**src/rtl/core/bitmap_box_downscale_threshold_unit_macros.svh**
```systemverilog
// Assertion macros shared by the bitmap box downscale RTL.
// Included by the modules that carry concurrent checks; no other dependencies.
`ifndef BITMAP_BOX_DOWNSCALE_THRESHOLD_UNIT_MACROS_SVH
`define BITMAP_BOX_DOWNSCALE_THRESHOLD_UNIT_MACROS_SVH

// Same-cycle implication, switched off during reset
`define BBDT_ASSERT_NOW(label, clk, rst, ante, cons, msg) \
   label: assert property (@(posedge clk) disable iff (rst) (ante) |-> (cons)) \
      else $error(msg);

// Next-cycle implication, switched off during reset
`define BBDT_ASSERT_NEXT(label, clk, rst, ante, cons, msg) \
   label: assert property (@(posedge clk) disable iff (rst) (ante) |=> (cons)) \
      else $error(msg);

`endif

```
**src/rtl/core/bbdt_pkg.sv**
```systemverilog
// Shared types, constants and helper functions for the bitmap box downscaler.
// No dependencies; used by every module in rtl/core.
`timescale 1ns / 1ps

package bbdt_pkg;

   // Default build parameters
   localparam int SCALE_RATIO_DEF   = 2;
   localparam int MAX_OUT_WIDTH_DEF = 32;

   // Source geometry
   localparam int BYTE_BITS  = 8;
   localparam int BIT_IDX_W  = $clog2(BYTE_BITS);
   localparam int DIM_W      = 7;
   localparam int DIM_MIN    = 2;
   localparam int DIM_MAX    = 64;
   localparam int BYTE_POS   = DIM_MAX / BYTE_BITS;
   localparam int BYTE_IDX_W = $clog2(BYTE_POS);
   localparam int ROW_W      = 6;

   // Result fields
   localparam int COORD_W  = 5;
   localparam int COLOUR_W = 4;

   // Tile counters and colour thresholds
   localparam int CNT_W      = 3;
   localparam int CNT_MAX    = 7;
   localparam int FORE_LEVEL = 2;
   localparam int HALF_LEVEL = 1;
   localparam logic [COLOUR_W-1:0] HALF_MASK = 4'd14;

   // Width of the per-slot column limits ((tile + 2) * ratio)
   localparam int LIM_W = 10;

   // Register port
   localparam int CSR_IDX_W  = 2;
   localparam int CSR_DATA_W = 7;

   localparam logic [DIM_W-1:0]    WIDTH_RST  = 7'd32;
   localparam logic [DIM_W-1:0]    HEIGHT_RST = 7'd32;
   localparam logic [COLOUR_W-1:0] FORE_RST   = 4'd3;
   localparam logic [COLOUR_W-1:0] BACK_RST   = 4'd0;

   typedef enum logic [CSR_IDX_W-1:0] {
      CSR_SOURCE_WIDTH  = 2'd0,
      CSR_SOURCE_HEIGHT = 2'd1,
      CSR_FORE_COLOUR   = 2'd2,
      CSR_BACK_COLOUR   = 2'd3
   } csr_index_type;

   typedef struct packed {
      logic [DIM_W-1:0]    source_width;
      logic [DIM_W-1:0]    source_height;
      logic [COLOUR_W-1:0] fore_colour;
      logic [COLOUR_W-1:0] back_colour;
   } cfg_type;

   typedef struct packed {
      logic [COORD_W-1:0]  out_x;
      logic [COORD_W-1:0]  out_y;
      logic [COLOUR_W-1:0] colour;
      logic                run_last;
      logic                image_done;
   } rsp_item_type;

   // Saturate a programmed dimension to the supported range
   function automatic logic [DIM_W-1:0] clamp_dim(input logic [DIM_W-1:0] v);
      logic [DIM_W-1:0] r;
      if (v < DIM_W'(DIM_MIN)) r = DIM_W'(DIM_MIN);
      else if (v > DIM_W'(DIM_MAX)) r = DIM_W'(DIM_MAX);
      else r = v;
      return r;
   endfunction

   // Threshold the ink count of one tile into a palette index
   function automatic logic [COLOUR_W-1:0] pick_colour(input logic [CNT_W-1:0] cnt,
                                                      input logic [COLOUR_W-1:0] fore,
                                                      input logic [COLOUR_W-1:0] back);
      logic [COLOUR_W-1:0] r;
      if (cnt > CNT_W'(FORE_LEVEL)) r = fore;
      else if (cnt > CNT_W'(HALF_LEVEL)) r = fore & HALF_MASK;
      else r = back;
      return r;
   endfunction

endpackage

```
**src/rtl/core/bbdt_tile_acc.sv**
```systemverilog
// Tile ink counters, scan position and per-beat result slot builder.
// Depends on bbdt_pkg.
`timescale 1ns / 1ps

module bbdt_tile_acc #(
   parameter int SCALE_RATIO   = bbdt_pkg::SCALE_RATIO_DEF,
   parameter int MAX_OUT_WIDTH = bbdt_pkg::MAX_OUT_WIDTH_DEF,
   parameter int SLOTS         = (bbdt_pkg::BYTE_BITS + SCALE_RATIO - 1) / SCALE_RATIO,
   parameter int N_W           = $clog2(SLOTS + 1)
) (
   input  logic                               clock,
   input  logic                               reset,
   input  logic                               step,
   input  logic [bbdt_pkg::BYTE_BITS-1:0]     bits_data,
   input  bbdt_pkg::cfg_type                  cfg,
   output bbdt_pkg::rsp_item_type             batch_item [SLOTS],
   output logic [N_W-1:0]                     batch_cnt
);

   localparam int SUB_W = $clog2(SCALE_RATIO);

   // Scan position: byte within row, source row, row within tile, tile row
   logic [bbdt_pkg::BYTE_IDX_W-1:0] kb_ff,   kb_in;
   logic [bbdt_pkg::ROW_W-1:0]      row_ff,  row_in;
   logic [SUB_W-1:0]                sub_ff,  sub_in;
   logic [bbdt_pkg::COORD_W-1:0]    trow_ff, trow_in;

   logic [bbdt_pkg::CNT_W-1:0] cnt_ff  [MAX_OUT_WIDTH];
   logic [bbdt_pkg::CNT_W-1:0] cnt_new [MAX_OUT_WIDTH];

   logic [bbdt_pkg::DIM_W-1:0]   width;
   logic [bbdt_pkg::DIM_W-1:0]   height;
   logic                         row_wrap;
   logic [bbdt_pkg::ROW_W-1:0]   eff_row;
   logic [SUB_W-1:0]             eff_sub;
   logic [bbdt_pkg::COORD_W-1:0] eff_trow;
   logic                         tile_row_start;
   logic                         tile_last_row;
   logic                         image_last_row;
   logic [bbdt_pkg::BYTE_IDX_W:0] byte_next;
   logic [bbdt_pkg::DIM_W-1:0]   col_next;
   logic                         row_end;
   logic [bbdt_pkg::DIM_W-1:0]   row_next;

   // Effective geometry; a row beyond a lowered height restarts the image
   assign width          = bbdt_pkg::clamp_dim(cfg.source_width);
   assign height         = bbdt_pkg::clamp_dim(cfg.source_height);
   assign row_wrap       = {1'b0, row_ff} >= height;
   assign eff_row        = row_wrap ? '0 : row_ff;
   assign eff_sub        = row_wrap ? '0 : sub_ff;
   assign eff_trow       = row_wrap ? '0 : trow_ff;
   assign tile_row_start = (kb_ff == '0) && (eff_sub == '0);
   assign tile_last_row  = eff_sub == SUB_W'(SCALE_RATIO - 1);
   assign image_last_row = ({1'b0, eff_row} + bbdt_pkg::DIM_W'(SCALE_RATIO)) >= height;
   assign byte_next      = {1'b0, kb_ff} + 1'b1;
   assign col_next       = bbdt_pkg::DIM_W'({byte_next, {bbdt_pkg::BIT_IDX_W{1'b0}}});
   assign row_end        = col_next >= width;
   assign row_next       = {1'b0, eff_row} + 1'b1;

   // Next scan position
   always_comb begin
      kb_in   = byte_next[bbdt_pkg::BYTE_IDX_W-1:0];
      row_in  = eff_row;
      sub_in  = eff_sub;
      trow_in = eff_trow;
      if (row_end) begin
         kb_in = '0;
         if (row_next >= height) begin
            row_in  = '0;
            sub_in  = '0;
            trow_in = '0;
         end else begin
            row_in = row_next[bbdt_pkg::ROW_W-1:0];
            if (tile_last_row) begin
               sub_in  = '0;
               trow_in = eff_trow + 1'b1;
            end else begin
               sub_in = eff_sub + 1'b1;
            end
         end
      end
   end

   always_ff @(posedge clock) begin
      if (reset) begin
         kb_ff   <= '0;
         row_ff  <= '0;
         sub_ff  <= '0;
         trow_ff <= '0;
      end else if (step) begin
         kb_ff   <= kb_in;
         row_ff  <= row_in;
         sub_ff  <= sub_in;
         trow_ff <= trow_in;
      end
   end

   // Per-tile ink count: each tile looks only at its own source columns
   for (genvar t = 0; t < MAX_OUT_WIDTH; t++) begin : g_tile
      logic [SCALE_RATIO-1:0] ink;

      for (genvar i = 0; i < SCALE_RATIO; i++) begin : g_pix
         localparam int COL = t * SCALE_RATIO + i;
         if (COL < bbdt_pkg::DIM_MAX) begin : g_in
            assign ink[i] = (kb_ff == bbdt_pkg::BYTE_IDX_W'(COL / bbdt_pkg::BYTE_BITS))
                            && !bits_data[COL % bbdt_pkg::BYTE_BITS]
                            && (width > bbdt_pkg::DIM_W'(COL));
         end else begin : g_out
            assign ink[i] = 1'b0;
         end
      end

      // Saturating add; the store starts from zero on the first beat of a tile row
      always_comb begin
         logic [bbdt_pkg::CNT_W:0] sum;
         sum = tile_row_start ? '0 : {1'b0, cnt_ff[t]};
         for (int i = 0; i < SCALE_RATIO; i++) begin
            sum = sum + {{bbdt_pkg::CNT_W{1'b0}}, ink[i]};
         end
         cnt_new[t] = (sum > (bbdt_pkg::CNT_W + 1)'(bbdt_pkg::CNT_MAX))
                      ? bbdt_pkg::CNT_W'(bbdt_pkg::CNT_MAX) : sum[bbdt_pkg::CNT_W-1:0];
      end
   end

   always_ff @(posedge clock) begin
      if (reset) begin
         for (int t = 0; t < MAX_OUT_WIDTH; t++) cnt_ff[t] <= '0;
      end else if (step) begin
         for (int t = 0; t < MAX_OUT_WIDTH; t++) cnt_ff[t] <= cnt_new[t];
      end
   end

   localparam int LIM_W_L = bbdt_pkg::LIM_W;

   // Tiles whose last column falls in byte k, fixed at elaboration
   logic [bbdt_pkg::CNT_W-1:0]   kj_cnt     [bbdt_pkg::BYTE_POS][SLOTS];
   logic                         kj_ok      [bbdt_pkg::BYTE_POS][SLOTS];
   logic [LIM_W_L-1:0]           kj_lim_in  [bbdt_pkg::BYTE_POS][SLOTS];
   logic [LIM_W_L-1:0]           kj_lim_out [bbdt_pkg::BYTE_POS][SLOTS];
   logic [bbdt_pkg::COORD_W-1:0] kj_x       [bbdt_pkg::BYTE_POS][SLOTS];
   logic                         kj_edge    [bbdt_pkg::BYTE_POS][SLOTS];

   for (genvar k = 0; k < bbdt_pkg::BYTE_POS; k++) begin : g_pos
      for (genvar j = 0; j < SLOTS; j++) begin : g_slot
         localparam int T  = (k * bbdt_pkg::BYTE_BITS) / SCALE_RATIO + j;
         localparam bit OK = (T * SCALE_RATIO + SCALE_RATIO - 1
                              <= k * bbdt_pkg::BYTE_BITS + bbdt_pkg::BYTE_BITS - 1)
                             && (T < MAX_OUT_WIDTH);
         localparam int TI = OK ? T : 0;
         assign kj_cnt[k][j]     = cnt_new[TI];
         assign kj_ok[k][j]      = OK;
         assign kj_lim_in[k][j]  = LIM_W_L'((T + 1) * SCALE_RATIO);
         assign kj_lim_out[k][j] = LIM_W_L'((T + 2) * SCALE_RATIO);
         assign kj_x[k][j]       = bbdt_pkg::COORD_W'(T);
         assign kj_edge[k][j]    = (T + 1 >= MAX_OUT_WIDTH);
      end
   end

   // Result slots for the current beat, in column order
   logic [SLOTS-1:0]   emit;
   logic [SLOTS-1:0]   emit_nxt;
   logic [LIM_W_L-1:0] width_ext;

   assign width_ext = {{(LIM_W_L - bbdt_pkg::DIM_W){1'b0}}, width};
   assign emit_nxt  = emit >> 1;

   always_comb begin
      for (int j = 0; j < SLOTS; j++) begin
         emit[j] = kj_ok[kb_ff][j] && tile_last_row && (width_ext >= kj_lim_in[kb_ff][j]);
      end
   end

   always_comb begin
      for (int j = 0; j < SLOTS; j++) begin
         batch_item[j].out_x      = kj_x[kb_ff][j];
         batch_item[j].out_y      = eff_trow;
         batch_item[j].colour     = bbdt_pkg::pick_colour(kj_cnt[kb_ff][j],
                                                          cfg.fore_colour, cfg.back_colour);
         batch_item[j].run_last   = emit[j] && !emit_nxt[j];
         batch_item[j].image_done = emit[j] && image_last_row
                                    && (kj_edge[kb_ff][j] || (width_ext < kj_lim_out[kb_ff][j]));
      end
   end

   assign batch_cnt = N_W'($countones(emit));

endmodule

```
**src/rtl/core/bbdt_rsp_queue.sv**
```systemverilog
// Result queue: holds the pixels of one beat and hands them out one per cycle while rsp_ready is high.
// Depends on bbdt_pkg and the assertion macros header.
`timescale 1ns / 1ps
`include "bitmap_box_downscale_threshold_unit_macros.svh"

module bbdt_rsp_queue #(
   parameter int SLOTS = 4,
   parameter int N_W   = $clog2(SLOTS + 1)
) (
   input  logic                   clock,
   input  logic                   reset,
   input  logic                   load,
   input  bbdt_pkg::rsp_item_type load_item [SLOTS],
   input  logic [N_W-1:0]         load_cnt,
   output logic                   load_ok,
   output logic                   rsp_valid,
   input  logic                   rsp_ready,
   output bbdt_pkg::rsp_item_type rsp_item
);

   bbdt_pkg::rsp_item_type item_ff [SLOTS];
   logic [N_W-1:0]         cnt_ff;
   logic                   drain;

   assign rsp_valid = cnt_ff != '0;
   assign rsp_item  = item_ff[0];
   assign drain     = rsp_valid && rsp_ready;
   // Free now, or the last entry leaves this cycle
   assign load_ok   = (cnt_ff == '0) || ((cnt_ff == N_W'(1)) && rsp_ready);

   // Fill count
   always_ff @(posedge clock) begin
      if (reset) begin
         cnt_ff <= '0;
      end else if (load) begin
         cnt_ff <= load_cnt;
      end else if (drain) begin
         cnt_ff <= cnt_ff - 1'b1;
      end
   end

   // Entries shift towards the head as pixels leave
   always_ff @(posedge clock) begin
      if (load) begin
         for (int i = 0; i < SLOTS; i++) item_ff[i] <= load_item[i];
      end else if (drain) begin
         for (int i = 0; i < SLOTS - 1; i++) item_ff[i] <= item_ff[i + 1];
      end
   end

   `BBDT_ASSERT_NOW(a_cnt_bound, clock, reset, 1'b1, cnt_ff <= N_W'(SLOTS), "queue overfilled")
   `BBDT_ASSERT_NOW(a_load_free, clock, reset, load, (cnt_ff == '0) || ((cnt_ff == N_W'(1)) && rsp_ready), "load over live entries")
   `BBDT_ASSERT_NOW(a_last_at_tail, clock, reset, rsp_valid, item_ff[0].run_last == (cnt_ff == N_W'(1)), "run_last off the final entry")
   `BBDT_ASSERT_NOW(a_done_is_last, clock, reset, rsp_valid && item_ff[0].image_done, item_ff[0].run_last, "image_done before end of run")
   `BBDT_ASSERT_NEXT(a_drain_step, clock, reset, drain && !load, cnt_ff == $past(cnt_ff) - 1'b1, "count lost on drain")

endmodule

```
**src/rtl/core/bitmap_box_downscale_threshold_unit.sv**
```systemverilog
// Top level of the bitmap box downscaler: register port, input register, tile
// counters and result queue. Depends on bbdt_pkg, bbdt_tile_acc, bbdt_rsp_queue.
//
//   channel  direction  handshake            payload
//   req      in         req_valid/req_ready  req_bitmap_byte
//   rsp      out        rsp_valid/rsp_ready  rsp_out_x, rsp_out_y, rsp_colour,
//                                            rsp_run_last, rsp_image_done
//   csr      in         csr_valid/csr_ready  csr_index, csr_wdata
//
// An accepted byte waits in the input register; once the queue can take its pixels,
// it updates the tile counters and loads its pixels into the result queue. Bytes that
// finish no tile pass at one per cycle; a byte finishing n tiles (n <= ceil(8/ratio),
// 4 at ratio 2) loads one result pixel per tile, and the queue hands them out in order.
// Such a byte holds req_ready low until the queue is empty or hands out its last pixel.
// Synchronous reset clears the counters, scan position, configuration and valid flags at once.
`timescale 1ns / 1ps

module bitmap_box_downscale_threshold_unit #(
   parameter int SCALE_RATIO   = bbdt_pkg::SCALE_RATIO_DEF,
   parameter int MAX_OUT_WIDTH = bbdt_pkg::MAX_OUT_WIDTH_DEF
) (
   input  logic                               clock,
   input  logic                               reset,
   // Source bytes
   input  logic                               req_valid,
   output logic                               req_ready,
   input  logic [bbdt_pkg::BYTE_BITS-1:0]     req_bitmap_byte,
   // Output pixels
   output logic                               rsp_valid,
   input  logic                               rsp_ready,
   output logic [bbdt_pkg::COORD_W-1:0]       rsp_out_x,
   output logic [bbdt_pkg::COORD_W-1:0]       rsp_out_y,
   output logic [bbdt_pkg::COLOUR_W-1:0]      rsp_colour,
   output logic                               rsp_run_last,
   output logic                               rsp_image_done,
   // Register writes
   input  logic                               csr_valid,
   output logic                               csr_ready,
   input  logic [bbdt_pkg::CSR_IDX_W-1:0]     csr_index,
   input  logic [bbdt_pkg::CSR_DATA_W-1:0]    csr_wdata
);

   localparam int SLOTS = (bbdt_pkg::BYTE_BITS + SCALE_RATIO - 1) / SCALE_RATIO;
   localparam int N_W   = $clog2(SLOTS + 1);

   bbdt_pkg::cfg_type cfg_ff;

   // Register port, always ready
   assign csr_ready = 1'b1;

   always_ff @(posedge clock) begin
      if (reset) begin
         cfg_ff.source_width  <= bbdt_pkg::WIDTH_RST;
         cfg_ff.source_height <= bbdt_pkg::HEIGHT_RST;
         cfg_ff.fore_colour   <= bbdt_pkg::FORE_RST;
         cfg_ff.back_colour   <= bbdt_pkg::BACK_RST;
      end else if (csr_valid) begin
         unique case (bbdt_pkg::csr_index_type'(csr_index))
            bbdt_pkg::CSR_SOURCE_WIDTH:  cfg_ff.source_width  <= csr_wdata;
            bbdt_pkg::CSR_SOURCE_HEIGHT: cfg_ff.source_height <= csr_wdata;
            bbdt_pkg::CSR_FORE_COLOUR:   cfg_ff.fore_colour   <= csr_wdata[bbdt_pkg::COLOUR_W-1:0];
            bbdt_pkg::CSR_BACK_COLOUR:   cfg_ff.back_colour   <= csr_wdata[bbdt_pkg::COLOUR_W-1:0];
            default: ;
         endcase
      end
   end

   // Input register
   logic                          in_vld_ff;
   logic [bbdt_pkg::BYTE_BITS-1:0] bits_ff;
   logic                          fire;
   logic                          load_ok;
   bbdt_pkg::rsp_item_type        batch_item [SLOTS];
   logic [N_W-1:0]                batch_cnt;
   bbdt_pkg::rsp_item_type        rsp_item;

   // A beat with no pixels never waits on the queue
   assign fire      = in_vld_ff && ((batch_cnt == '0) || load_ok);
   assign req_ready = !in_vld_ff || fire;

   always_ff @(posedge clock) begin
      if (reset) begin
         in_vld_ff <= 1'b0;
      end else if (req_ready) begin
         in_vld_ff <= req_valid;
      end
   end

   always_ff @(posedge clock) begin
      if (req_valid && req_ready) begin
         bits_ff <= req_bitmap_byte;
      end
   end

   bbdt_tile_acc #(
      .SCALE_RATIO   (SCALE_RATIO),
      .MAX_OUT_WIDTH (MAX_OUT_WIDTH),
      .SLOTS         (SLOTS),
      .N_W           (N_W)
   ) u_acc (
      .clock      (clock),
      .reset      (reset),
      .step       (fire),
      .bits_data  (bits_ff),
      .cfg        (cfg_ff),
      .batch_item (batch_item),
      .batch_cnt  (batch_cnt)
   );

   bbdt_rsp_queue #(
      .SLOTS (SLOTS),
      .N_W   (N_W)
   ) u_queue (
      .clock     (clock),
      .reset     (reset),
      .load      (fire && (batch_cnt != '0)),
      .load_item (batch_item),
      .load_cnt  (batch_cnt),
      .load_ok   (load_ok),
      .rsp_valid (rsp_valid),
      .rsp_ready (rsp_ready),
      .rsp_item  (rsp_item)
   );

   // Result fields
   assign rsp_out_x      = rsp_item.out_x;
   assign rsp_out_y      = rsp_item.out_y;
   assign rsp_colour     = rsp_item.colour;
   assign rsp_run_last   = rsp_item.run_last;
   assign rsp_image_done = rsp_item.image_done;

endmodule
```
**config.mk**
```make
export PLATFORM = sky130hd
export DESIGN_NAME = bitmap_box_downscale_threshold_unit
export DESIGN_NICKNAME = d
export VERILOG_FILES = /design/src/rtl/core/bbdt_pkg.sv /design/src/rtl/core/bbdt_tile_acc.sv /design/src/rtl/core/bbdt_rsp_queue.sv /design/src/rtl/core/bitmap_box_downscale_threshold_unit.sv
export VERILOG_INCLUDE_DIRS = /design/src /design/src/rtl/core
export SDC_FILE = /design/constraint.sdc
export NUM_CORES = 1
export LEC_CHECK = 0
export ABC_CLOCK_PERIOD_IN_PS = 11000
export BUFFER_PORTS_ARGS = -buffer_cell sky130_fd_sc_hd__buf_2
export CORE_MARGIN = 2
export CORE_UTILIZATION = 30
export DETAILED_ROUTE_END_ITERATION = 16
export SKIP_LAST_GASP = 1
export SYNTH_ARGS = -nofsm -noshare
export SYNTH_HDL_FRONTEND = slang
export SYNTH_HIERARCHICAL = 1
export SYNTH_SLANG_ARGS = --single-unit
```
**constraint.sdc**
```tcl
create_clock -name clock -period 11 [get_ports clock]
set_input_delay 1.1 -clock clock [delete_from_list [all_inputs] [get_ports clock]]
set_output_delay 1.1 -clock clock [all_outputs]
set_load 0.01 [all_outputs]
```
==> impl_metrics.yaml <==
critical_path:
  end_kind: "flip-flop"
  worst_ep_arrival_time_ns: 6.88
  critPathRequiredTime_ns: 11.30
  critical-path-top-delay-family: "simple AND/OR/NAND/NOR gates"
  cp_slowest_cell: "buf_4"
  worstPathCellList: "or4_1 > o211a_1 > ha_1 > nand2b_4 > a211oi_4 > o211ai_4 > buf_4 > nand2_4 > buf_4 > nand2_1 > fa_1 > inv_1 > ha_1 > nor2_1 > and3_1 > a211oi_1 > o31ai_1 > or4_1 > o21ai_2 > mux2_2 > mux2_2"
  max_stage_delay_ns: 0.56
  crit_buf_inv: 3
  path_max_fanout: 62
  critical_path_class: "flip-flop to flip-flop"
  cp-start-kind: "flip-flop"
yosys:
  synth-async-reset-ratio_pct: 0
  synth_flop_cell: "edfxtp_1"
  netlist.area_leader.share_pct: 33.28
  synth-simple-area-share_pct: 19.17
  ys_top_cells_by_area: "edfxtp_1 33%, ha_1 6.5%, dfxtp_1 5.4%"
  synthMuxAreaShare_pct: 7.371
  synth_top_family_by_area: "simple AND/OR/NAND/NOR gates"
  yosys-top-cells-count: "168 x edfxtp_1, 151 x nor2_1, 138 x nand2_1"
  synthDistinctLibCells: 89
  ys.warnings.count: 6
  synth_xor_area_share_pct: 0.4622
  yosys.area.top_type: "edfxtp_1"
  synth-seq-cells: 209
  syn-instance-count: 1568
  synth_most_common_cell: "edfxtp_1"
  yosysSeqAreaShare_pct: 38.70
  synth-edff-count: 168
  synth_compound_area_share_pct: 17.44
  synth_area_per_cell_sq_um: 9.667
  synth-adder-area-share_pct: 10.88
  netlist_area_sq_um: 15160
cells_and_area:
  drive_above_1_share_pct: 12.49
  fin_util_pct: 33.26
  diodes: 0
  areaGrowthSynthToFinish_pct: 9.847
  fin_nets: 1684
  design_area_sq_um: 16650
clocking:
  clk_pin_slew_ns: 0.06
  clk_latency_ns: 0.56
  cts.sinks: 209
  ctsHtreeMaxLevel: 1
  ctsHoldBuffers: 0
  cts_max_path_buffers: 3
  clock-root-buffer: "clkbuf_16"
  post-cts-setup-buffers: 0
  cts_buffers: 25
  cts_tree: "built"
  cts_resized: 0
timing:
  finalCriticalPeriod_ns: 6.576
  rsz0062_at_grt: "no"
  worst_pin_slew_ns: 1.298
  setup_tns_ns: 0
  slew_violations: 0
  finalHoldViolations: 0
  fmax_mhz: 152.1
  timing.final.crit_share_pct: 59.78
  relSlewSlack_pct: 11.23
  skew_ns: 0.01401
  setup_viol: 0
place:
  hpwlAfterDp_mm: 34.64
  port_buffers: 39
  place_congestion: 0.9486
  dpl-instance-area_sq_um: 15810
floorplan:
  floorplan.initialDensity_pct: 30.28
  coreArea_sq_um: 50070
  num_rows: 82
  num_io_pins: 41
  die_area_sq_um: 52340
  die_w_um: 228.8
  die_h_um: 228.8
grt:
  grt_max_degree: 64
  grt_pass1_vias: 12182
  grt_pass1_wl_mm: 74.63
  grt_usage_pct: 18.12
  overflow: 0
  antenna_found_initial: 1
power_and_ir_drop:
  vdd_ir_drop_max_uv: 97.77
  leakage_nw: 6.468
  p_per_area_nw_per_um2: 143.3
detailed_routing:
  first_pass_iters: 6
  drtIter0Drc: 1188
  antenna_left: 0
  wl_mm: 48.20
  drcViolationCount: 0
  drt-vias-per-instance: 5.553
  wire_per_inst_um: 21.51
  vias: 12444
min_path:
  hp-class: "flip-flop to flip-flop"
run_status:
  status: "finished, final reports clean"
flow_run:
  cap_violations: 0
-- cell usage in the layout (no fill, tap or decap), drive strengths merged, types with 13 or more instances in the layout --
master and n:
edfxtp 168, nor2 151, nand2 138, a21oi 99
ha 79, inv 76, buf 65, mux2 61
and2 56, o21ai 53, nor3 51, dfxtp 41
nand2b 40, a211oi 37, clkbuf 36, mux2i 34
fa 33, nand3 30, and3 21, o211ai 20
or3 19, a21boi 14, nor2b 13, o2111ai 13
a21o 13
-- metrics by stage --
| stage | total power, mW | hold WS (ns) | setup slack [ns] | std cells |
|---|---|---|---|---|
| floorplan | 1.397 | 0.4337 | 4.295 | 1574 |
| global placement | 1.532 | 0.4423 | 4.540 | 2195 |
| detailed placement | 1.541 | 0.4597 | 4.305 | 2195 |
| CTS | 2.399 | 0.4741 | 4.287 | 2241 |
| global route | 2.484 | 0.4939 | 3.955 | 2241 |
| finish | 2.386 | 0.4678 | 4.424 | 2241 |
-- metal layers --
metal | part of all wire, % | up-vias | GRT usage [%]
met3 | 7.7 | 135 | 2.707
met5 | 0 | - | 0
met4 | 4.4 | 0 | 7.407
li1 | - | 5706 | -
met2 | 44 | 505 | 28.50
met1 | 44 | 6098 | 24.92
-- worst reg2reg max path: cells and delay by family (launching register included) --
family          cells  cell delay (ns)
compound gates      6             1.33
fa+ha+maj           3             0.86
buf+inv             3             0.93
flops               1             0.32
mux                 2             0.65
simple gates        7             2.23
-- cell type report --
class	count	area, sq um
clock buffer	36	718.2
clock inverter	10	113.9
fill	5149	33420
inverter	75	284.0
multi-input combinational	1174	8438
sequential	209	5866
tap	672	840.8
timing repair buffer	65	390.4
-- logic make-up after synthesis --
kind of cell | after synthesis
muxes | 95
DFF | 209
buffers and inverters | 191
AOI/OAI and AO/OA | 369
adders and majority gates | 112
xor gates and xnor gates | 8
other | 3
and+or+nand+nor | 581
-- state kept, by name, indices dropped and copies added (netlist names) --
| register | flops |
|---|---|
| in_vld_ff | 1 |
| u_queue/cnt_ff | 3 |
| u_acc/kb_ff | 3 |
| cfg_ff | 22 |
| u_acc/cnt_ff | 96 |
| u_queue/item_ff | 64 |
| u_acc/row_ff | 6 |
| u_acc/trow_ff | 5 |
| bits_ff | 8 |
| u_acc/sub_ff | 1 |
-- path summary, 6_finish.rpt --
kind,start,slack [ns],endpoint,depth (start not counted)
setup / recovery,cfg_ff[11],4.42,u_queue/item_ff[2][4],21
hold / removal,u_acc/trow_ff[2],0.47,u_acc/trow_ff[2],1
hold reg to reg,u_acc/trow_ff[2],0.47,u_acc/trow_ff[2],1
setup reg to reg,cfg_ff[11],4.42,u_queue/item_ff[2][4],21
-- power by group --
part           switching (mW)  internal (mW)  leakage, nW
Clock                   0.354          0.503        0.410
Sequential             0.0420          0.974         2.05
Combinational           0.316          0.198         4.01
Power figures use the tool's default switching activity.
